$ cat config.mk
export PLATFORM = sky130hd
export DESIGN_NAME = huf_queue
export DESIGN_NICKNAME = d
export VERILOG_FILES = /design/src/rtl/huf_pkg.sv /design/src/rtl/huf_queue.sv
export VERILOG_INCLUDE_DIRS = /design/src /design/src/rtl
export SDC_FILE = /design/constraint.sdc
export NUM_CORES = 1
export LEC_CHECK = 0
export BUFFER_PORTS_ARGS = -buffer_cell sky130_fd_sc_hd__buf_4
export CAP_MARGIN = 20
export CORE_MARGIN = 2
export CORE_UTILIZATION = 50
export DETAILED_ROUTE_END_ITERATION = 16
export PLACE_DENSITY = 0.74
export SETUP_SLACK_MARGIN = 0.4
export SLEW_MARGIN = 30
export SYNTH_ARGS = -nofsm -noshare
export SYNTH_HDL_FRONTEND = slang
export SYNTH_SLANG_ARGS = --single-unit
$ cat constraint.sdc
create_clock -name i_clk -period 2 [get_ports i_clk]
set_input_delay 0 -clock i_clk [delete_from_list [all_inputs] [get_ports i_clk]]
set_output_delay 0 -clock i_clk [all_outputs]
set_load 0.1 [all_outputs]
$ cat src/rtl/assert_macros.svh
// ----------------------------------------------------------------------------
// Assertion macros shared by the RTL
// Clocked property checks with and without a reset qualifier.
// ----------------------------------------------------------------------------
`ifndef ASSERT_MACROS_SVH
`define ASSERT_MACROS_SVH

// Check a property at every rising edge, ignored while reset is held.
`define HUF_ASSERT(lbl, clk, rst_n, prop, msg) \
    lbl: assert property (@(posedge clk) disable iff (!rst_n) (prop)) else $error(msg);

// Check a property at every rising edge, reset included.
`define HUF_ASSERT_ALWAYS(lbl, clk, prop, msg) \
    lbl: assert property (@(posedge clk) (prop)) else $error(msg);

`endif

$ cat src/rtl/huf_pkg.sv
// ----------------------------------------------------------------------------
// Huffman encoder package
// Sizes, item codes and queue types shared by the encoder modules.
// ----------------------------------------------------------------------------
package huf_pkg;

    localparam int SYMBOL_COUNT = 256;
    localparam int MAX_CODE_LEN = 32;
    localparam int CODE_WIDTH   = 32;
    localparam int LEN_CAP      = (MAX_CODE_LEN < CODE_WIDTH) ? MAX_CODE_LEN : CODE_WIDTH;

    localparam int SYM_W     = 8;
    localparam int LEN_W     = 6;
    localparam int SYM_IDX_W = (SYMBOL_COUNT > 1) ? $clog2(SYMBOL_COUNT) : 1;

    // pending bits (at most seven) plus one full code
    localparam int ACC_W = LEN_CAP + 7;
    localparam int TOT_W = $clog2(ACC_W + 1);

    localparam int Q_DEPTH = 4;
    localparam int Q_PTR_W = $clog2(Q_DEPTH);
    localparam int Q_CNT_W = $clog2(Q_DEPTH + 1);

    typedef enum logic [1:0] {
        KIND_LOAD   = 2'd0,
        KIND_ENCODE = 2'd1,
        KIND_FLUSH  = 2'd2,
        KIND_UNUSED = 2'd3
    } t_kind;

    typedef enum logic [1:0] {
        OP_ENCODE,
        OP_MISS,
        OP_FLUSH
    } t_op_kind;

    typedef struct packed {
        t_op_kind               kind;
        logic [CODE_WIDTH-1:0]  code;
        logic [LEN_W-1:0]       len;
    } t_op;

    typedef struct packed {
        logic valid;
        t_op  op;
    } t_op_slot;

    typedef struct packed {
        logic [CODE_WIDTH-1:0] code;
        logic [LEN_W-1:0]      len;
    } t_entry;

endpackage

$ cat src/rtl/huf_queue.sv
// ----------------------------------------------------------------------------
// Encoder operation queue
// Short FIFO of classified operations between front and back end.
// ----------------------------------------------------------------------------
`include "assert_macros.svh"

module huf_queue import huf_pkg::*; (
    input  logic               i_clk,
    input  logic               i_rst_n,
    input  t_op_slot           i_push,
    input  logic               i_pop,
    output t_op_slot           o_head,
    output logic [Q_CNT_W-1:0] o_count
);

    t_op                r_slot [Q_DEPTH];
    logic [Q_PTR_W-1:0] r_wr_ptr;
    logic [Q_PTR_W-1:0] r_rd_ptr;
    logic [Q_CNT_W-1:0] r_count;

    always_ff @(posedge i_clk) begin
        if (i_push.valid) begin
            r_slot[r_wr_ptr] <= i_push.op;
        end
    end

    always_ff @(posedge i_clk) begin
        if (!i_rst_n) begin
            r_wr_ptr <= '0;
            r_rd_ptr <= '0;
            r_count  <= '0;
        end else begin
            if (i_push.valid) begin
                r_wr_ptr <= (r_wr_ptr == Q_PTR_W'(Q_DEPTH - 1)) ? '0 : r_wr_ptr + 1'b1;
            end
            if (i_pop) begin
                r_rd_ptr <= (r_rd_ptr == Q_PTR_W'(Q_DEPTH - 1)) ? '0 : r_rd_ptr + 1'b1;
            end
            case ({i_push.valid, i_pop})
                2'b10:   r_count <= r_count + 1'b1;
                2'b01:   r_count <= r_count - 1'b1;
                default: r_count <= r_count;
            endcase
        end
    end

    assign o_head.valid = (r_count != '0);
    assign o_head.op    = r_slot[r_rd_ptr];
    assign o_count      = r_count;

    `HUF_ASSERT(a_no_overflow, i_clk, i_rst_n, i_push.valid |-> (r_count < Q_CNT_W'(Q_DEPTH)), "queue overflow")
    `HUF_ASSERT(a_no_underflow, i_clk, i_rst_n, i_pop |-> (r_count != '0), "queue underflow")

endmodule

==> flow_metrics.tcl <==
set metrics [dict create \
    syn_to_final_growth_pct 33.4 \
    worstPathRequired_ps 2000 \
    firstDrtPassIters 4 \
    worstRegToRegCells 4 \
    n_antenna_cell 0 \
    cts_sinks 169 \
    cts_htree_levels 4 \
    power_mw 9.06 \
    antenna_found_initial 0 \
    detail_route.wl_per_cell_um 19.5 \
    stdcell_count 583 \
    synth_cell_type_count 19 \
    grt_first_pass_wirelength_um 16800 \
    slew_viol_final 0 \
    hold_path_class "input pin to flip-flop" \
    cts_made_buffers 17 \
    worstSkewPairLatency_ps 420 \
    synth_cells 251 \
    grt_pass1_vias 3253 \
    finalHoldViolCount 0 \
    path_clk_slew_ps 60 \
    critPathLaunchType "flip-flop" \
    totalWireLength_um 11400 \
    crit_type "flip-flop to primary output" \
    whs_path_depth 2 \
    setup_violations 0 \
    cts_buffer_depth 2 \
    crit_fanout 13 \
    cap_violations 0 \
    root_buffer "clkbuf_16" \
    slowest_stage "mux4_2" \
    min_period_ps 1790 \
    die_area_um2 13400 \
    grtUsageTotal_pct 17.8 \
    grt_overflow 0 \
    status "finished clean" \
    drt_iter0_markers 176 \
    tightestPinTransition_ps 363 \
    max_slew_margin_pct 75.8 \
    worst_hold_slack_ps 320 \
    worstPathArrival_ps 1790 \
    die_w_um 116 \
    synth_warnings 0 \
    route.vias.total 2989 \
    row_count 40 \
    dp_hpwl_um 6230 \
    peakVddDrop_mv 0.741 \
    powerDensity_nw_per_um2 1080 \
    syn_area_um2 6270 \
    cts_tree "done" \
    io_buffers 87 \
    max_stage_delay_ps 550 \
    cts_setup_buffers 0 \
    via_per_inst 5.13 \
    rsz0062_at_grt "yes" \
    placed_cell_area_um2 7120 \
    dp.cells 504 \
    skew_ps 5.73 \
    final_cell_area_um2 8360 \
    coreArea_um2 12100 \
    start_util_pct 51.7 \
    remaining_drc_errors 0 \
    synth_seq_cells 169 \
    fin_setup_tns_ps 0 \
    synth_fp_nets 302 \
    io_pins 88 \
    grt_max_degree 41 \
    endpoint_kind "primary output" \
    layout.nets 453 \
    drive_above_1_share_pct 42.7 \
    max_freq_mhz 558 \
    p_leak_nw 2.90 \
    critical_path.cell_chain "buf_16 -> mux4_2 -> buf_6" \
    avgSynthCellArea_um2 25.0 \
    gp_congestion 0.668 \
    ys_seq_area_share_pct 79.6 \
    finalCritPeriodShare_pct 89.6 \
    antenna_left 0 \
    die_h_um 116 \
]
-- state kept, by name (all words and copies together) (netlist names), named ones only --
name and count:
r_rd_ptr 2, r_wr_ptr 2, r_slot 160, o_count 3
-- cell usage in the layout (no fill, tap or decap), drive strengths merged, types with 4 or more instances in the layout --
master,instances
inv,4
and2,8
dlygate4sd3,43
dfxtp,9
ha,6
edfxtp,160
buf,95
mux4,40
clkinv,8
clkbuf,17
nor2b,5
-- logic make-up after synthesis --
| group | Yosys count | synth area share, % |
|---|---|---|
| flip-flops | 169 | 79.6 |
| multiplexers | 43 | 14.9 |
| AND/OR/NAND/NOR | 14 | 1.44 |
| buffers and inverters | 12 | 1.96 |
| adder cells (fa/ha/maj) | 7 | 1.52 |
| AO/OA/AOI/OAI | 4 | 0.399 |
| XOR/XNOR | 2 | 0.280 |
-- cell usage after synthesis (all sizes together) --
master,n,share of area [%]
a21boi,1,0.12
a21oi,1,0.080
and2,5,0.50
buf,9,1.8
dfxtp,9,2.9
edfxtp,160,77
fa,1,0.32
ha,6,1.2
inv,3,0.18
mux2i,3,0.48
mux4,40,14
nor2b,5,0.50
nor3b,2,0.24
o21a,1,0.12
o21ai,1,0.080
or3,2,0.20
xnor2,2,0.28
-- worst max-delay path: cells and delay by family, from the launching register on --
| family | cells | cell delay (ps) |
|---|---|---|
| buf+inv | 2 | 400 |
| mux | 1 | 550 |
| flops | 1 | 430 |
-- metal layers --
metal	share of wire [%]	up-vias	track usage (%)	routed length [um]
met5	0	-	0	0
met4	1.4	0	7.78	159
met3	4.2	12	5.60	477
met2	52	83	29.2	5960
met1	42	1532	22.0	4790
li1	-	1362	-	-
-- per-stage QoR --
stage | util, % | worst slack, ps
floorplan | - | 412
global placement | 58.7 | 119
detailed placement | 58.8 | 444
CTS | 68.8 | 183
global route | 69.0 | 142
finish | 69.0 | 208
-- power by group --
group	switching [mW]	internal (mW)	leakage, nW	total, mW
combinational	1.21	0.553	1.07	1.76
clock	1.26	1.94	0.281	3.20
sequential	0.0605	4.03	1.55	4.09
-- final cells by class --
cell class,count,area [um2]
flip-flops and latches,169,5000
fillers,803,3750
repair buffers,138,1360
multi-input cells,73,1200
clock buffers,17,425
well taps,168,210
clock inverters,15,158
inverters,3,11.3
-- what timing repair did --
| item | 4_1_cts | 5_1_grt |
|---|---|---|
| endpoints found under the hold margin | 169 | 0 |
| hold buffers | 43 | 0 |
| cloned | 1 | 3 |
| resized for setup | 46 | 5 |
| endpoints found under the setup margin | 40 | 161 |
-- path summary, 6_finish.rpt --
path                                 start             to  slack, ps
worst max-delay path             flip-flop     o_head[30]        210
worst min-delay path            i_push[38]  r_slot[3][38]        320
worst max register to register  o_count[0]     o_count[2]        560
worst min register to register  o_count[2]     o_count[2]        520
Power figures use the tool's default switching activity.
