==> config.mk <==
export PLATFORM = sky130hd
export DESIGN_NAME = huf_back_flat
export DESIGN_NICKNAME = d
export VERILOG_FILES = /design/src/rtl/huf_pkg.sv /design/src/rtl/huf_out_if.sv /design/src/rtl/huf_back.sv /design/src/flat_wrapper.sv
export VERILOG_INCLUDE_DIRS = /design/src /design/src/rtl
export SDC_FILE = /design/constraint.sdc
export NUM_CORES = 1
export LEC_CHECK = 0
export ABC_AREA = 1
export BUFFER_PORTS_ARGS = -buffer_cell sky130_fd_sc_hd__buf_2
export CORE_AREA = 8 8 124 126
export CTS_BUF_LIST = sky130_fd_sc_hd__clkbuf_4
export DETAILED_ROUTE_END_ITERATION = 6
export DIE_AREA = 0 0 132 134
export HOLD_SLACK_MARGIN = 0.03
export PLACE_DENSITY = 0.71
export SKIP_LAST_GASP = 1
export SYNTH_ARGS = -nofsm -noshare
export SYNTH_HDL_FRONTEND = slang
export SYNTH_SLANG_ARGS = --single-unit
==> constraint.sdc <==
create_clock -name i_clk -period 2.3 [get_ports i_clk]
set_input_delay 0.23 -clock i_clk [delete_from_list [all_inputs] [get_ports i_clk]]
set_output_delay 0.23 -clock i_clk [all_outputs]
set_load 0.01 [all_outputs]
==> src/rtl/assert_macros.svh <==
// ----------------------------------------------------------------------------
// Assertion macros shared by the RTL
// Clocked property checks with and without a reset qualifier.
// ----------------------------------------------------------------------------
`ifndef ASSERT_MACROS_SVH
`define ASSERT_MACROS_SVH

// Check a property at every rising edge, ignored while reset is held.
`define HUF_ASSERT(lbl, clk, rst_n, prop, msg) \
    lbl: assert property (@(posedge clk) disable iff (!rst_n) (prop)) else $error(msg);

// Check a property at every rising edge, reset included.
`define HUF_ASSERT_ALWAYS(lbl, clk, prop, msg) \
    lbl: assert property (@(posedge clk) (prop)) else $error(msg);

`endif

==> src/rtl/huf_pkg.sv <==
// ----------------------------------------------------------------------------
// Huffman encoder package
// Sizes, item codes and queue types shared by the encoder modules.
// ----------------------------------------------------------------------------
package huf_pkg;

    localparam int SYMBOL_COUNT = 256;
    localparam int MAX_CODE_LEN = 32;
    localparam int CODE_WIDTH   = 32;
    localparam int LEN_CAP      = (MAX_CODE_LEN < CODE_WIDTH) ? MAX_CODE_LEN : CODE_WIDTH;

    localparam int SYM_W     = 8;
    localparam int LEN_W     = 6;
    localparam int SYM_IDX_W = (SYMBOL_COUNT > 1) ? $clog2(SYMBOL_COUNT) : 1;

    // pending bits (at most seven) plus one full code
    localparam int ACC_W = LEN_CAP + 7;
    localparam int TOT_W = $clog2(ACC_W + 1);

    localparam int Q_DEPTH = 4;
    localparam int Q_PTR_W = $clog2(Q_DEPTH);
    localparam int Q_CNT_W = $clog2(Q_DEPTH + 1);

    typedef enum logic [1:0] {
        KIND_LOAD   = 2'd0,
        KIND_ENCODE = 2'd1,
        KIND_FLUSH  = 2'd2,
        KIND_UNUSED = 2'd3
    } t_kind;

    typedef enum logic [1:0] {
        OP_ENCODE,
        OP_MISS,
        OP_FLUSH
    } t_op_kind;

    typedef struct packed {
        t_op_kind               kind;
        logic [CODE_WIDTH-1:0]  code;
        logic [LEN_W-1:0]       len;
    } t_op;

    typedef struct packed {
        logic valid;
        t_op  op;
    } t_op_slot;

    typedef struct packed {
        logic [CODE_WIDTH-1:0] code;
        logic [LEN_W-1:0]      len;
    } t_entry;

endpackage

==> src/rtl/huf_out_if.sv <==
// ----------------------------------------------------------------------------
// Encoder output channel
// Valid/ready channel carrying packed bytes and flush results.
// ----------------------------------------------------------------------------
interface huf_out_if;
    logic       valid;
    logic       ready;
    logic [7:0] data_byte;
    logic       has_data;
    logic [2:0] pad_bits;
    logic       last;
    logic       missing_seen;

    modport source (output valid, data_byte, has_data, pad_bits, last, missing_seen,
                    input ready);
    modport sink   (input valid, data_byte, has_data, pad_bits, last, missing_seen,
                    output ready);
endinterface

==> src/rtl/huf_back.sv <==
// ----------------------------------------------------------------------------
// Encoder back end
// Pack bits into bytes, emit one byte a cycle unless stalled, answer flushes.
// ----------------------------------------------------------------------------
`include "assert_macros.svh"

module huf_back import huf_pkg::*; (
    input  logic     i_clk,
    input  logic     i_rst_n,
    input  t_op_slot i_head,
    output logic     o_pop,
    huf_out_if.source o_out
);

    logic [ACC_W-1:0] r_acc;
    logic [TOT_W-1:0] r_total;
    logic             r_miss;
    logic             r_o_valid;
    logic [7:0]       r_o_data;
    logic             r_o_has;
    logic [2:0]       r_o_pad;
    logic             r_o_last;
    logic             r_o_miss;

    logic             out_free;
    logic             have_byte;
    logic             emit;
    logic [TOT_W-1:0] rem_total;
    logic [7:0]       cur_byte;
    logic [2:0]       pend;
    logic [3:0]       pad_sh;
    logic [7:0]       flush_data;
    logic             pop_flush;
    logic             pop_encode;
    logic             pop_miss;
    logic             flush_done;

    assign out_free  = !r_o_valid || o_out.ready;
    assign have_byte = (r_total >= TOT_W'(8));
    assign emit      = have_byte && out_free;
    assign rem_total = r_total - TOT_W'(8);
    assign cur_byte  = 8'(r_acc >> rem_total);

    // drain whole bytes before taking the next operation
    assign o_pop      = !have_byte && i_head.valid && ((i_head.op.kind != OP_FLUSH) || out_free);
    assign pop_flush  = o_pop && (i_head.op.kind == OP_FLUSH);
    assign pop_encode = o_pop && (i_head.op.kind == OP_ENCODE);
    assign pop_miss   = o_pop && (i_head.op.kind == OP_MISS);

    assign pend       = r_total[2:0];
    assign pad_sh     = 4'd8 - {1'b0, pend};
    assign flush_data = r_acc[7:0] << pad_sh;
    assign flush_done = (r_total == '0) && !r_miss;

    always_ff @(posedge i_clk) begin
        if (!i_rst_n) begin
            r_total   <= '0;
            r_miss    <= 1'b0;
            r_o_valid <= 1'b0;
        end else begin
            if (emit) begin
                r_total <= rem_total;
            end else if (pop_encode) begin
                r_total <= r_total + TOT_W'(i_head.op.len);
            end else if (pop_flush) begin
                r_total <= '0;
            end
            if (pop_miss) begin
                r_miss <= 1'b1;
            end else if (pop_flush) begin
                r_miss <= 1'b0;
            end
            if (emit || pop_flush) begin
                r_o_valid <= 1'b1;
            end else if (o_out.ready) begin
                r_o_valid <= 1'b0;
            end
        end
    end

    always_ff @(posedge i_clk) begin
        if (pop_encode) begin
            r_acc <= (r_acc << i_head.op.len) | ACC_W'(i_head.op.code);
        end
        if (emit) begin
            r_o_data <= cur_byte;
            r_o_has  <= 1'b1;
            r_o_pad  <= '0;
            r_o_last <= (rem_total < TOT_W'(8));
            r_o_miss <= 1'b0;
        end else if (pop_flush) begin
            r_o_data <= (pend != '0) ? flush_data : '0;
            r_o_has  <= (pend != '0);
            r_o_pad  <= (pend != '0) ? pad_sh[2:0] : '0;
            r_o_last <= 1'b1;
            r_o_miss <= r_miss;
        end
    end

    assign o_out.valid        = r_o_valid;
    assign o_out.data_byte    = r_o_data;
    assign o_out.has_data     = r_o_has;
    assign o_out.pad_bits     = r_o_pad;
    assign o_out.last         = r_o_last;
    assign o_out.missing_seen = r_o_miss;

    `HUF_ASSERT(a_flush_clears, i_clk, i_rst_n, pop_flush |=> flush_done, "flush left state")
    `HUF_ASSERT(a_total_bound, i_clk, i_rst_n, r_total <= TOT_W'(ACC_W), "bit count overrun")

endmodule

==> src/flat_wrapper.sv <==
// flat-port wrapper written by rule: the top's interface ports become plain ports
module huf_back_flat import huf_pkg::*;
  (i_clk, i_rst_n, i_head, o_pop, o_out_valid, o_out_data_byte, o_out_has_data, o_out_pad_bits, o_out_last, o_out_missing_seen, o_out_ready);
  huf_out_if o_out_i ();
  input  logic i_clk;
  input  logic i_rst_n;
  input  t_op_slot i_head;
  output logic o_pop;
  output wire logic [$bits(o_out_i.valid)-1:0] o_out_valid;
  output wire logic [$bits(o_out_i.data_byte)-1:0] o_out_data_byte;
  output wire logic [$bits(o_out_i.has_data)-1:0] o_out_has_data;
  output wire logic [$bits(o_out_i.pad_bits)-1:0] o_out_pad_bits;
  output wire logic [$bits(o_out_i.last)-1:0] o_out_last;
  output wire logic [$bits(o_out_i.missing_seen)-1:0] o_out_missing_seen;
  input wire logic [$bits(o_out_i.ready)-1:0] o_out_ready;
  assign o_out_valid = o_out_i.valid;
  assign o_out_data_byte = o_out_i.data_byte;
  assign o_out_has_data = o_out_i.has_data;
  assign o_out_pad_bits = o_out_i.pad_bits;
  assign o_out_last = o_out_i.last;
  assign o_out_missing_seen = o_out_i.missing_seen;
  assign o_out_i.ready = o_out_ready;
  huf_back u_core (.i_clk(i_clk), .i_rst_n(i_rst_n), .i_head(i_head), .o_pop(o_pop), .o_out(o_out_i));
endmodule
==> out/summary.md, run 1 <==
The part of the cycle the worst path needs is 85.4%. Entering global routing, the biggest net connects 56 pins. After clock tree synthesis, the setup repair step added 0 buffers.

The die is 134 um tall. Counting tap cells, the placed design contains a total of 1258 instances. The logs give 2 for the largest buffer count on any clock path and 53.7% for the final core utilization. 0 antenna diodes ended up in the layout. Clock skew on the completed layout was measured at 0.0211 ns.

The floorplan step defined a core boundary enclosing 13500 um^2. The routed wire length is 22.2 mm. Gate count after technology mapping: 1054. The flow ran to the end, and the final reports show no timing, DRC or antenna violations. After synthesis, the largest area contributor takes up 22.1% of total cell area.

The number of setup violations in the final report is 0. In the global route stage, overall resource usage came out at 25.4%. Cell internal power was estimated by the tool at 2.52 mW. The fraction of layout cells with a size suffix above 1 is 14.0%, and the first-pass GRT wire length is 36.2 mm. The number of synthesized flops with an enable pin came out at 48.

DRC violation total after the first TritonRoute iteration: 996. The congestion estimate from routability-driven global placement came to 0.967. TritonCTS built the clock tree.

The synthesized netlist contains 47 unique library cells. The number of buffer cells added on primary ports is 59, and the number of routed nets with antenna violations is 0. The combinational fraction of design power was 52.7%. The total clock buffers created by CTS came out at 9. In the final routed layout, each cell accounts on average for 17.2 um. Sum of negative setup slack: 0 ns. For the fmax, the log shows 509 MHz. Detailed routing inserted a total of 7466 vias.

The final count of pins violating max slew came out at 0. The type of origin of the critical path is a register. Most instantiated flip-flop cell in the synthesis netlist: sky130_fd_sc_hd__edfxtp_1. In this run the horizontal extent of the chip is 132 um. Count of nets after finishing: 1160. For this run, the register share of the synthesized area comes to 25.9%.

Power comes to 4.77 mW. After floorplanning, the core was divided into 43 placement rows. The initial core utilization is 48.6%, and the Yosys warning count is 0.

In this run, synthesis produced a sequential element count of 61. For this design, the sink count on the clock tree is 61. The root buffer cell is sky130_fd_sc_hd__clkbuf_4. The data required time of the critical path is 2.50 ns.

The number of search-and-repair iterations in the first detailed-routing pass was 5. Gates resized during post-CTS repair numbered 0. Data arrival time at the worst-slack endpoint: 2.16 ns. The tools report the via count of the first global-routing pass as 6939. Largest area contributor in the netlist: sky130_fd_sc_hd__nand2_1. The post-layout instance count excluding filler cells came out at 1291. The tools report the HPWL after detailed placement as 16.8 mm. The classification of the worst-slack hold path is in -> reg. The tools report the worst relative slew slack as 58.8%. The run gives 17 as the number of hold-repair buffers added at the cts stage.

The switching portion of total power was 47.1%; the power dissipated by switching net loads was 2.25 mW. The slew at the pin closest to its max-slew limit is 0.616 ns, and the power density of the placed cells is 657 nW/um^2. The die covers 17700 um^2. The portion of total power attributed to sequential cells was 32.7%; the total placed instance area was 6980 um^2.

The run gives 0.46 ns as the clock insertion delay at the later pin of the skew report. The logs give 0 for the number of antenna violations at the first check in global routing and 0 for the number of design rule violations left after detail routing. The clock transition at the register clock pins on the worst setup and hold paths after CTS came out at 0.12 ns. The final-report hold violation count is 0, and the leftover overflow at the end of global routing is 0. In the routed layout, each cell is associated on average with a via count of 5.78. Biggest fanout along the worst timing path: 8.

Dividing the synthesized area by the synthesized cell count gives 6.23 um^2. The async set-reset flop share out of synthesis was 0%. The net count of the mapped netlist was 1108; the total leakage power was 3.35 nW.

The post-layout minimum cycle time was 1.96 ns. CTS built an H-tree with a depth of 3. The total non-filler cell area in the finished layout was 7260 um^2. Setup repair after global routing left no endpoint under its margin. The cell area that synthesis handed to floorplanning was 6560 um^2.

Ranked by total cell area, the synthesized netlist is headed by sky130_fd_sc_hd__nand2_1 22%, sky130_fd_sc_hd__edfxtp_1 22%, sky130_fd_sc_hd__nand3_1 15%. The top-level I/O count was 60. The worst setup path is of the reg -> reg kind. IR analysis of the VDD net gives a maximum drop of 0.298 mV. Sort of element at the end of the critical path: a register.

The clock network is responsible for 14.6% of the overall power. The layout-stage area growth over the synthesis result is 10.6%, and the max capacitance violation total is 0.
state kept, by name (all words and copies together), names as in the netlist, 3 cells and up:
name,cells
u_core.r_acc,39
u_core.r_total,6
u_core.o_out.pad_bits,3
u_core.o_out.data_byte,8
cells in the mapped netlist (9+ instances only):
master / n
sky130_fd_sc_hd__nor2_1: 43
sky130_fd_sc_hd__nand2_1: 387
sky130_fd_sc_hd__dfxtp_1: 13
sky130_fd_sc_hd__nand3_1: 198
sky130_fd_sc_hd__o211ai_1: 28
sky130_fd_sc_hd__o21ai_2: 13
sky130_fd_sc_hd__clkbuf_1: 14
sky130_fd_sc_hd__inv_1: 68
sky130_fd_sc_hd__o21ai_1: 25
sky130_fd_sc_hd__buf_2: 33
sky130_fd_sc_hd__edfxtp_1: 48
sky130_fd_sc_hd__o21bai_1: 10
sky130_fd_sc_hd__a21oi_1: 24
sky130_fd_sc_hd__o21ai_0: 51
sky130_fd_sc_hd__ha_1: 9
through the flow:
stage / setup slack, ns / hold WS, ns
floorplan: -0.148 / 0.328
global placement: 0.350 / 0.425
detailed placement: 0.351 / 0.433
CTS: 0.342 / 0.0325
global route: 0.167 / 0.0319
finish: 0.335 / 0.0574
power groups by stage:
stage / logic [mW] / clock network, mW / registers (mW)
after floorplan: 1.74 / 0 / 1.61
after global placement: 2.46 / 0 / 1.58
after detailed placement: 2.47 / 0 / 1.58
after CTS: 2.50 / 0.700 / 1.56
after global routing: 2.83 / 0.745 / 1.58
final: 2.52 / 0.695 / 1.56
layout make-up:
class | instances | area (um^2)
Sequential cell | 61 | 1710
Clock buffer | 11 | 82.6
Clock inverter | 5 | 27.5
Tap cell | 180 | 225
Timing Repair Buffer | 102 | 698
Inverter | 76 | 290
Multi-Input combinational cell | 856 | 4230
Fill cell | 1393 | 6250
layout by cell type (no fill, tap or decap), types with 8 or more instances in the layout:
cell,Yosys,layout
sky130_fd_sc_hd__a21oi_1,24,24
sky130_fd_sc_hd__buf_2,33,59
sky130_fd_sc_hd__buf_4,5,23
sky130_fd_sc_hd__clkbuf_4,0,11
sky130_fd_sc_hd__dfxtp_1,13,10
sky130_fd_sc_hd__dlygate4sd3_1,0,17
sky130_fd_sc_hd__edfxtp_1,48,48
sky130_fd_sc_hd__ha_1,9,8
sky130_fd_sc_hd__inv_1,68,67
sky130_fd_sc_hd__nand2_1,387,387
sky130_fd_sc_hd__nand3_1,198,198
sky130_fd_sc_hd__nor2_1,43,43
sky130_fd_sc_hd__o211ai_1,28,28
sky130_fd_sc_hd__o21ai_0,51,51
sky130_fd_sc_hd__o21ai_1,25,25
sky130_fd_sc_hd__o21ai_2,13,13
sky130_fd_sc_hd__o21bai_1,10,10
final timing paths:
| kind | start | endpoint | slack (ns) | depth (start not counted) |
|---|---|---|---|---|
| worst min register to register | u_core.r_miss$_SDFFE_PN0P_ | u_core.o_out.missing_seen$_SDFFE_PP0P_ | 0.46 | 2 |
| worst max-delay path | u_core.r_total[1]$_SDFFE_PN0P_ | u_core.o_out.data_byte[5]$_DFFE_PP_ | 0.34 | 7 |
| worst max register to register | u_core.r_total[1]$_SDFFE_PN0P_ | u_core.o_out.data_byte[5]$_DFFE_PP_ | 0.34 | 7 |
| worst min-delay path | i_head[38] | u_core.r_miss$_SDFFE_PN0P_ | 0.06 | 3 |
cell families (layout without fill, tap and decap cells):
| family | after synthesis | in the layout | synth area share (%) |
|---|---|---|---|
| xor+xnor | 3 | 3 | 0.401 |
| flops | 61 | 61 | 25.9 |
| compound gates | 175 | 175 | 16.9 |
| mux | 4 | 4 | 0.725 |
| fa+ha+maj | 10 | 10 | 2.02 |
| simple gates | 664 | 664 | 44.1 |
| buf+inv | 137 | 194 | 9.97 |
routing by layer:
layer | track usage [%] | up-vias | wire length [um]
li1 | - | 3662 | -
met1 | 32.4 | 3399 | 9340
met2 | 41.8 | 349 | 10400
met3 | 5.12 | 56 | 1800
met4 | 8.93 | 0 | 596
met5 | 0 | - | 0
critical path, stage by stage, from the launching register on:
cell and delay (ns):
sky130_fd_sc_hd__dfxtp_2 0.49, sky130_fd_sc_hd__inv_2 0.06, sky130_fd_sc_hd__ha_1 0.18, sky130_fd_sc_hd__ha_1 0.32, sky130_fd_sc_hd__inv_1 0.19, sky130_fd_sc_hd__o211ai_1 0.14, sky130_fd_sc_hd__a31oi_1 0.25, sky130_fd_sc_hd__nand2_1 0.08
Power figures use the tool's default switching activity.
==> inputs of run 2 (changes only) <==
--- a/config.mk
+++ b/config.mk
@@ -7,7 +7,7 @@
 export NUM_CORES = 1
 export LEC_CHECK = 0
 export ABC_AREA = 1
-export BUFFER_PORTS_ARGS = -buffer_cell sky130_fd_sc_hd__buf_2
+export BUFFER_PORTS_ARGS = -buffer_cell sky130_fd_sc_hd__buf_4
 export CORE_AREA = 8 8 124 126
 export CTS_BUF_LIST = sky130_fd_sc_hd__clkbuf_4
 export DETAILED_ROUTE_END_ITERATION = 6
==> run 2 against run 1 <==
- fmax decreased by 4.4%
- hold slack got worse by 0.0028 ns
- die area did not move
- design area grew 2.8%
- non-clock buffer count unchanged
- combinational power is 4% higher
==> out/summary.md, run 2 (synthesis gave the netlist of run 1 again) <==
Worst-case vdd ir drop: 0.325 mV (+9.2%). The most common library cell in the layout ignoring fill and taps is sky130_fd_sc_hd__nand2_1. The die area came out at 17700 um^2 (unchanged). The area used by sequential logic in the layout came out at 1710 um^2 (unchanged). The run finished with clean final reports. The worst setup timing slack at the placement stage was 0.331 ns (-0.0200 ns). CTS placed an instance of sky130_fd_sc_hd__clkbuf_4 at the clock tree root.

The final-report hold violation count was 0 (unchanged); the final total power was 5.09 mW (+6.7%). Die extent in x: 132 um (unchanged). Setup repair after global routing left no endpoint under its margin. The part of the cycle the worst path needs is 89.4% (+3.9 points), and the power dissipated by switching net loads is 2.30 mW (+2.5%). The fmax is 486 MHz (-4.4%), and the total clock buffers created by CTS is 9 (unchanged).

Portion of total power attributed to sequential cells: 30.8% (-1.9 points). Compared with the post-synthesis result, the final layout area differs by 13.7%. For the final worst-path setup slack, the log shows 0.244 ns (-0.0908 ns). The clock transition at the register clock pins on the worst setup and hold paths after CTS is 0.12 ns (about the same).

The number of design rule violations left after detail routing came out at 0 (unchanged). The type of origin of the critical path is a register. The count of nets after finishing is 1160 (unchanged), and the number of buffer cells added on primary ports is 59 (unchanged). The pin count of the biggest net entering global routing is 55 (-1.8%), and the slew at the pin closest to its max-slew limit is 0.518 ns (-0.0976 ns). The number of setup violations in the final report is 0 (unchanged), and the number of routed nets with antenna violations is 0 (unchanged). HPWL after detailed placement: 17.0 mm (+1.3%). For the total leakage power, the log shows 3.42 nW (+2.1%). TritonCTS built the clock tree. The leftover overflow at the end of global routing is 0 (unchanged), and the DRC violation total after the first TritonRoute iteration is 921 (-7.5%). The switching portion of total power was 45.2% (-1.9 points). The final count of pins violating max slew is 0 (unchanged), and the max capacitance violation total is 0 (unchanged). The tools report the portion of total power attributed to the clock network as 17.6% (+3.0 points). The data arrival time at the worst-slack endpoint is 2.39 ns (+0.23 ns).

Number of search-and-repair iterations in the first detailed-routing pass: 5 (unchanged). The tools report the row count as 43 (unchanged). The logs give 0.0169 ns (-0.00418 ns) for the final setup skew and 3 (unchanged) for the level count of the clock H-tree. The tightest min-delay check is of the in -> reg type.

The biggest fanout along the worst timing path came out at 4 (-4). The largest buffer count on any clock path is 2 (unchanged). The die height came out at 134 um (unchanged).

The via count of the first global-routing pass came out at 6934 (-0.072%). The tools report the clock insertion delay at the later pin of the skew report as 0.46 ns (about the same). The first-pass GRT wire length is 36.0 mm (-0.65%), and the routed length per instance is 17.7 um (+3.0%). The post-layout minimum cycle time was 2.06 ns (+0.0908 ns); the count of vias placed by the detailed router was 7536 (+0.94%).

Type of the worst setup path: reg -> reg. The run gives 1 (+1) as the number of antenna violations at the first check in global routing. The power density of the placed cells was 682 nW/um^2 (+3.8%); the number of clock sinks was 61 (unchanged). The worst relative slew slack was 65.3% (+6.5 points); the average vias per placed instance was 5.83 (+0.86%). The multi-input combinational cell area was 4230 um^2 (unchanged); the routed wire length was 22.8 mm (+3.1%). The worst setup path is captured at a register.

The combinational fraction of design power is 51.6% (-1.1 points). In the layout the commonest cells are 387 x sky130_fd_sc_hd__nand2_1, 198 x sky130_fd_sc_hd__nand3_1, 81 x sky130_fd_sc_hd__buf_4. The initial core utilization was 48.6% (unchanged). The core outline area is 13500 um^2 (unchanged). The top-level I/O count was 60 (unchanged); the total routing usage reported by global routing was 25.5% (+0.13 points). The layout filler cell count was 1374 (-1.4%).

u_core.r_acc holds more flip-flops than any other register. The fraction of layout cells with a size suffix above 1 came out at 14.0% (+0.090 points). The logs give 2.79 mW (+10%) for the cell internal power dissipation and 0.990 (+2.4%) for the weighted congestion at the end of routability-driven global placement. The number of flip-flops in the largest register was 39 (unchanged); the data required time of the critical path was 2.63 ns (+0.13 ns).
-- run 2: layout make-up --
type / instances / share of cell area (%)
timing repair buffer: 102 / 11.5
clock inverter: 7 / 1.07
sequential: 61 / 22.9
tap: 180 / 3.02
multi-input combinational: 856 / 56.7
clock buffer: 9 / 0.906
inverter: 76 / 3.89
antenna: 1 / 0.0336
-- run 2: timing repair --
item	in CTS	in global routing
buffers inserted	0	0
resized for setup	0	0
hold buffers	16	1
hold endpoints to repair	16	1
-- run 2: worst paths after layout --
check,cells past startpoint,slack [ns],end,from
setup / recovery,9,0.24,u_core.r_acc[36]$_DFFE_PP_,u_core.r_acc[4]$_DFFE_PP_
setup reg to reg,9,0.24,u_core.r_acc[36]$_DFFE_PP_,u_core.r_acc[4]$_DFFE_PP_
hold reg to reg,2,0.46,u_core.o_out.missing_seen$_SDFFE_PP0P_,u_core.r_miss$_SDFFE_PN0P_
hold / removal,3,0.05,u_core.r_acc[15]$_DFFE_PP_,i_head[21]
-- run 2: metrics by stage --
stage                     TNS [ns]  cells  util (%)  hold slack (ns)  area, um^2
after CTS                        0   1290      55.1           0.0387        7440
after detailed placement         0   1258      52.8            0.429        7140
after floorplan             -0.296   1054         -            0.328        6590
after global placement           0   1258      52.8            0.420        7140
final                            0   1292      55.2           0.0546        7460
after global routing             0   1292      55.2           0.0489        7460
-- run 2: metal layers --
layer | vias to the layer above | track usage [%] | wire (um)
met2 | 351 | 41.5 | 10600
met4 | 0 | 13.0 | 949
met1 | 3457 | 32.3 | 9550
met5 | - | 0 | 0
li1 | 3662 | - | -
met3 | 66 | 3.81 | 1700
-- run 2: critical path, stage by stage, from the launching register on --
cell and delay [ns]:
sky130_fd_sc_hd__edfxtp_1 0.49, sky130_fd_sc_hd__inv_1 0.06, sky130_fd_sc_hd__o21ai_0 0.34, sky130_fd_sc_hd__or2_2 0.19
sky130_fd_sc_hd__nand2_1 0.05, sky130_fd_sc_hd__o21ai_1 0.38, sky130_fd_sc_hd__nand2_1 0.14, sky130_fd_sc_hd__nor2_1 0.18
sky130_fd_sc_hd__nor2_1 0.06, sky130_fd_sc_hd__nand2_1 0.05
-- run 2: power by group through the flow --
| stage | Combinational, mW | Sequential [mW] | Clock (mW) |
|---|---|---|---|
| detailed placement | 2.56 | 1.59 | 0 |
| global placement | 2.56 | 1.58 | 0 |
| CTS | 2.60 | 1.56 | 0.903 |
| global route | 2.92 | 1.58 | 0.944 |
| floorplan | 1.74 | 1.61 | 0 |
| finish | 2.63 | 1.56 | 0.896 |
==> inputs of run 3 (changes only) <==
==> constraint.sdc (replaced) <==
create_clock -name i_clk -period 2.3 [get_ports i_clk]
set_input_delay 0 -clock i_clk [delete_from_list [all_inputs] [get_ports i_clk]]
set_output_delay 0 -clock i_clk [all_outputs]
set_load 0.01 [all_outputs]
==> run 3 against run 2 <==
- design area increased by 1.7%
- die area unchanged
- flip-flop and latch count stayed put
- utilization up 0.95 points
- via count decreased by 0.96%
- clock power fell by 23%
- count of clock-buffer cells in the layout rose by 1
- non-clock buffer count increased by 18
==> out/summary.md, run 3 (synthesis gave the netlist of run 1 again) <==
Setup repair after global routing left no endpoint under its margin. The run gives 0 (unchanged) as the max capacitance violation total. The number of antenna violations at the first check in global routing was 1 (unchanged). The path depth of the worst reg2reg path was 9 (unchanged). u_core.r_acc holds more flip-flops than any other register.

The layout-stage area growth over the synthesis result works out to 15.6%. The tools report the endpoint of the most critical register-to-register path as u_core.r_acc[36]$_DFFE_PP_. The power density of the placed cells was 646 nW/um^2 (-5.2%). The logs give 714 (-22%) for the DRC violation total after the first TritonRoute iteration and 0 (unchanged) for the number of buffers added for setup after CTS. Classification of the worst-slack hold path: in -> reg.

For the die area, the log shows 17700 um^2 (unchanged). The fraction of layout cells with a size suffix above 1 works out to 13.6% (-0.40 points). The logs give 0.327 mV (+0.66%) for the worst-case vdd ir drop and 498 MHz (+2.3%) for the fmax. Layout filler cell count: 1406 (+2.3%). Clock transition at the register clock pins on the worst setup and hold paths after CTS: 0.13 ns (about the same). The logs give 3.47 nW (+1.3%) for the total leakage power and 0 (unchanged) for the leftover overflow at the end of global routing.

For the total routing usage reported by global routing, the log shows 25.8% (+0.30 points). The biggest fanout along the worst timing path is 4 (unchanged). TritonCTS built the clock tree. The startpoint of the lowest-slack hold path is o_out_ready. The final hold slack was 0.0700 ns (+0.0154 ns); the die height was 134 um (unchanged). The number of placed cells counting well taps is 1257 (-0.079%). The post-layout minimum cycle time is 2.01 ns (-0.0470 ns).

The core outline area is 13500 um^2 (unchanged), and the power dissipated by switching net loads is 2.30 mW (-0.12%). The first-pass GRT wire length was 36.3 mm (+0.94%). The logs give 0 (unchanged) for the final-report hold violation count and 0 (unchanged) for the number of setup violations in the final report.

The top-level I/O count is 60 (unchanged). The logs give 53.9% (+2.3 points) for the combinational fraction of design power and 6835 (-1.4%) for the via count of the first global-routing pass. For the number of routed nets with antenna violations, the log shows 0 (unchanged).

The run gives 43 (unchanged) as the row count. The run gives 0.29 ns (+0.05 ns) as the reg2reg setup slack. The logs give 0.46 ns (about the same) for the clock insertion delay at the later pin of the skew report and 32.0% (+1.2 points) for the portion of total power attributed to sequential cells. Leaving out fill and tap cells, the most frequent cell in the layout is sky130_fd_sc_hd__nand2_1. The slew at the pin closest to its max-slew limit was 0.548 ns (+0.0302 ns); the count of cells along the worst hold path was 6 (+3). The cell internal power dissipation came out at 2.60 mW (-6.5%).

The run finished with clean final reports. The run gives 2.63 ns (about the same) as the data required time of the critical path. STA classifies the critical path startpoint as a register. The worst setup path is captured at a register. The count of nets after finishing is 1178 (+1.6%). The run gives 63.4% (-1.9 points) as the worst relative slew slack.

The data arrival time at the worst-slack endpoint was 2.34 ns (-0.05 ns). The start of the worst register-to-register path is u_core.r_acc[4]$_DFFE_PP_. The tools report the HPWL after detailed placement as 17.5 mm (+2.7%). Leaving out fill and tap cells, the most frequent cells in the layout are 387 x sky130_fd_sc_hd__nand2_1, 198 x sky130_fd_sc_hd__nand3_1, 81 x sky130_fd_sc_hd__buf_4. The run gives 61 (unchanged) as the number of clock sinks. The routed length per instance is 17.5 um (-1.0%), and the initial core utilization is 48.6% (unchanged).

The final setup skew is 0.0221 ns (+0.00516 ns). The routed wire length is 22.9 mm (+0.35%), and the number of design rule violations left after detail routing is 0 (unchanged). The portion of total power attributed to the clock network is 14.1% (-3.5 points), and the switching portion of total power is 46.9% (+1.6 points). The number of flip-flops in the largest register is 39 (unchanged). The largest buffer count on any clock path is 2 (unchanged), and the average vias per placed instance is 5.70 (-2.3%). The total clock buffers created by CTS was 9 (unchanged); the post-layout instance count excluding filler cells was 1310 (+1.4%).

The die extent in x was 132 um (unchanged). The number of buffer cells added on primary ports came out at 59 (unchanged). The type of the worst setup path is reg -> reg. The endpoint of the worst hold-timing path was u_core.o_out.valid$_SDFFE_PN0P_. The number of search-and-repair iterations in the first detailed-routing pass came out at 6 (+1). The count of vias placed by the detailed router came out at 7464 (-0.96%).

The pin count of the biggest net entering global routing was 55 (unchanged); the final count of pins violating max slew was 0 (unchanged). The level count of the clock H-tree is 3 (unchanged). The tree is rooted in a sky130_fd_sc_hd__clkbuf_4. The sum of negative setup slack is 0 ns (unchanged), and the part of the cycle the worst path needs is 87.3% (-2.0 points). The weighted congestion at the end of routability-driven global placement is 0.970 (-2.1%).
[run 3: changes by cell type in the layout (fill, tap and decap cells not counted), sizes merged]
cell,change
inv,-3
bufinv,-2
clkbuf,+1
buf,-1
dlygate4sd3,+19
clkinv,+4
[run 3: timing repair]
action / 4_1_cts / 5_1_grt
hold endpoints to repair: 41 / 0
gates resized for setup: 0 / 0
hold buffers: 36 / 0
[run 3: through the flow]
step	power (mW)	utilization, %	setup slack, ns	cell area [um^2]
floorplan	3.35	-	-0.148	6590
global placement	4.16	52.7	0.392	7120
detailed placement	4.17	52.7	0.370	7120
CTS	4.91	56.1	0.328	7580
global route	5.28	56.2	0.149	7580
finish	4.90	56.2	0.291	7580
[run 3: worst max-delay path, cell delays in order, from the launching register on]
cell and delay [ns]:
sky130_fd_sc_hd__edfxtp_1 0.50, sky130_fd_sc_hd__inv_1 0.06, sky130_fd_sc_hd__o21ai_0 0.32, sky130_fd_sc_hd__or2_2 0.19, sky130_fd_sc_hd__nand2_1 0.05, sky130_fd_sc_hd__o21ai_1 0.34
sky130_fd_sc_hd__nand2_1 0.17, sky130_fd_sc_hd__nor2_1 0.16, sky130_fd_sc_hd__nor2_1 0.05, sky130_fd_sc_hd__nand2_1 0.05
[run 3: metal layers]
layer / routed length (um) / part of all wire, % / GRT usage (%)
met1: 9900 / 43 / 33.0
met2: 10400 / 46 / 41.0
met4: 1100 / 4.8 / 14.6
met5: 0 / 0 / 0
met3: 1490 / 6.5 / 3.96
[run 3: power groups by stage]
stage | clock (mW) | sequential [mW] | combinational (mW)
floorplan | 0 | 1.61 | 1.74
global placement | 0 | 1.59 | 2.57
detailed placement | 0 | 1.59 | 2.58
CTS | 0.704 | 1.57 | 2.64
global route | 0.740 | 1.58 | 2.96
finish | 0.691 | 1.57 | 2.64
[run 3: worst max path at each step]
| stage | from | to | slack, ns | cells past startpoint |
|---|---|---|---|---|
| after floorplan | u_core.r_total[1]$_SDFFE_PN0P_ | u_core.r_acc[37]$_DFFE_PP_ | -0.15 | 7 |
| after global placement | u_core.r_acc[4]$_DFFE_PP_ | u_core.r_acc[36]$_DFFE_PP_ | 0.39 | 9 |
| after detailed placement | u_core.r_total[0]$_SDFFE_PN0P_ | u_core.o_out.data_byte[5]$_DFFE_PP_ | 0.37 | 7 |
| after CTS | u_core.r_acc[4]$_DFFE_PP_ | u_core.r_acc[36]$_DFFE_PP_ | 0.33 | 9 |
| after global routing | u_core.r_acc[4]$_DFFE_PP_ | u_core.r_acc[36]$_DFFE_PP_ | 0.15 | 9 |
| final | u_core.r_acc[4]$_DFFE_PP_ | u_core.r_acc[36]$_DFFE_PP_ | 0.29 | 9 |
[run 3: cell type report]
class	instances	area, um^2	share of cell area, %
multi-input combinational	856	4230	55.7
sequential	61	1710	22.5
timing repair buffer	120	1030	13.6
inverter	76	290	3.83
tap	180	225	2.97
clock buffer	10	75.1	0.990
clock inverter	6	30.0	0.396
antenna	1	2.50	0.0330
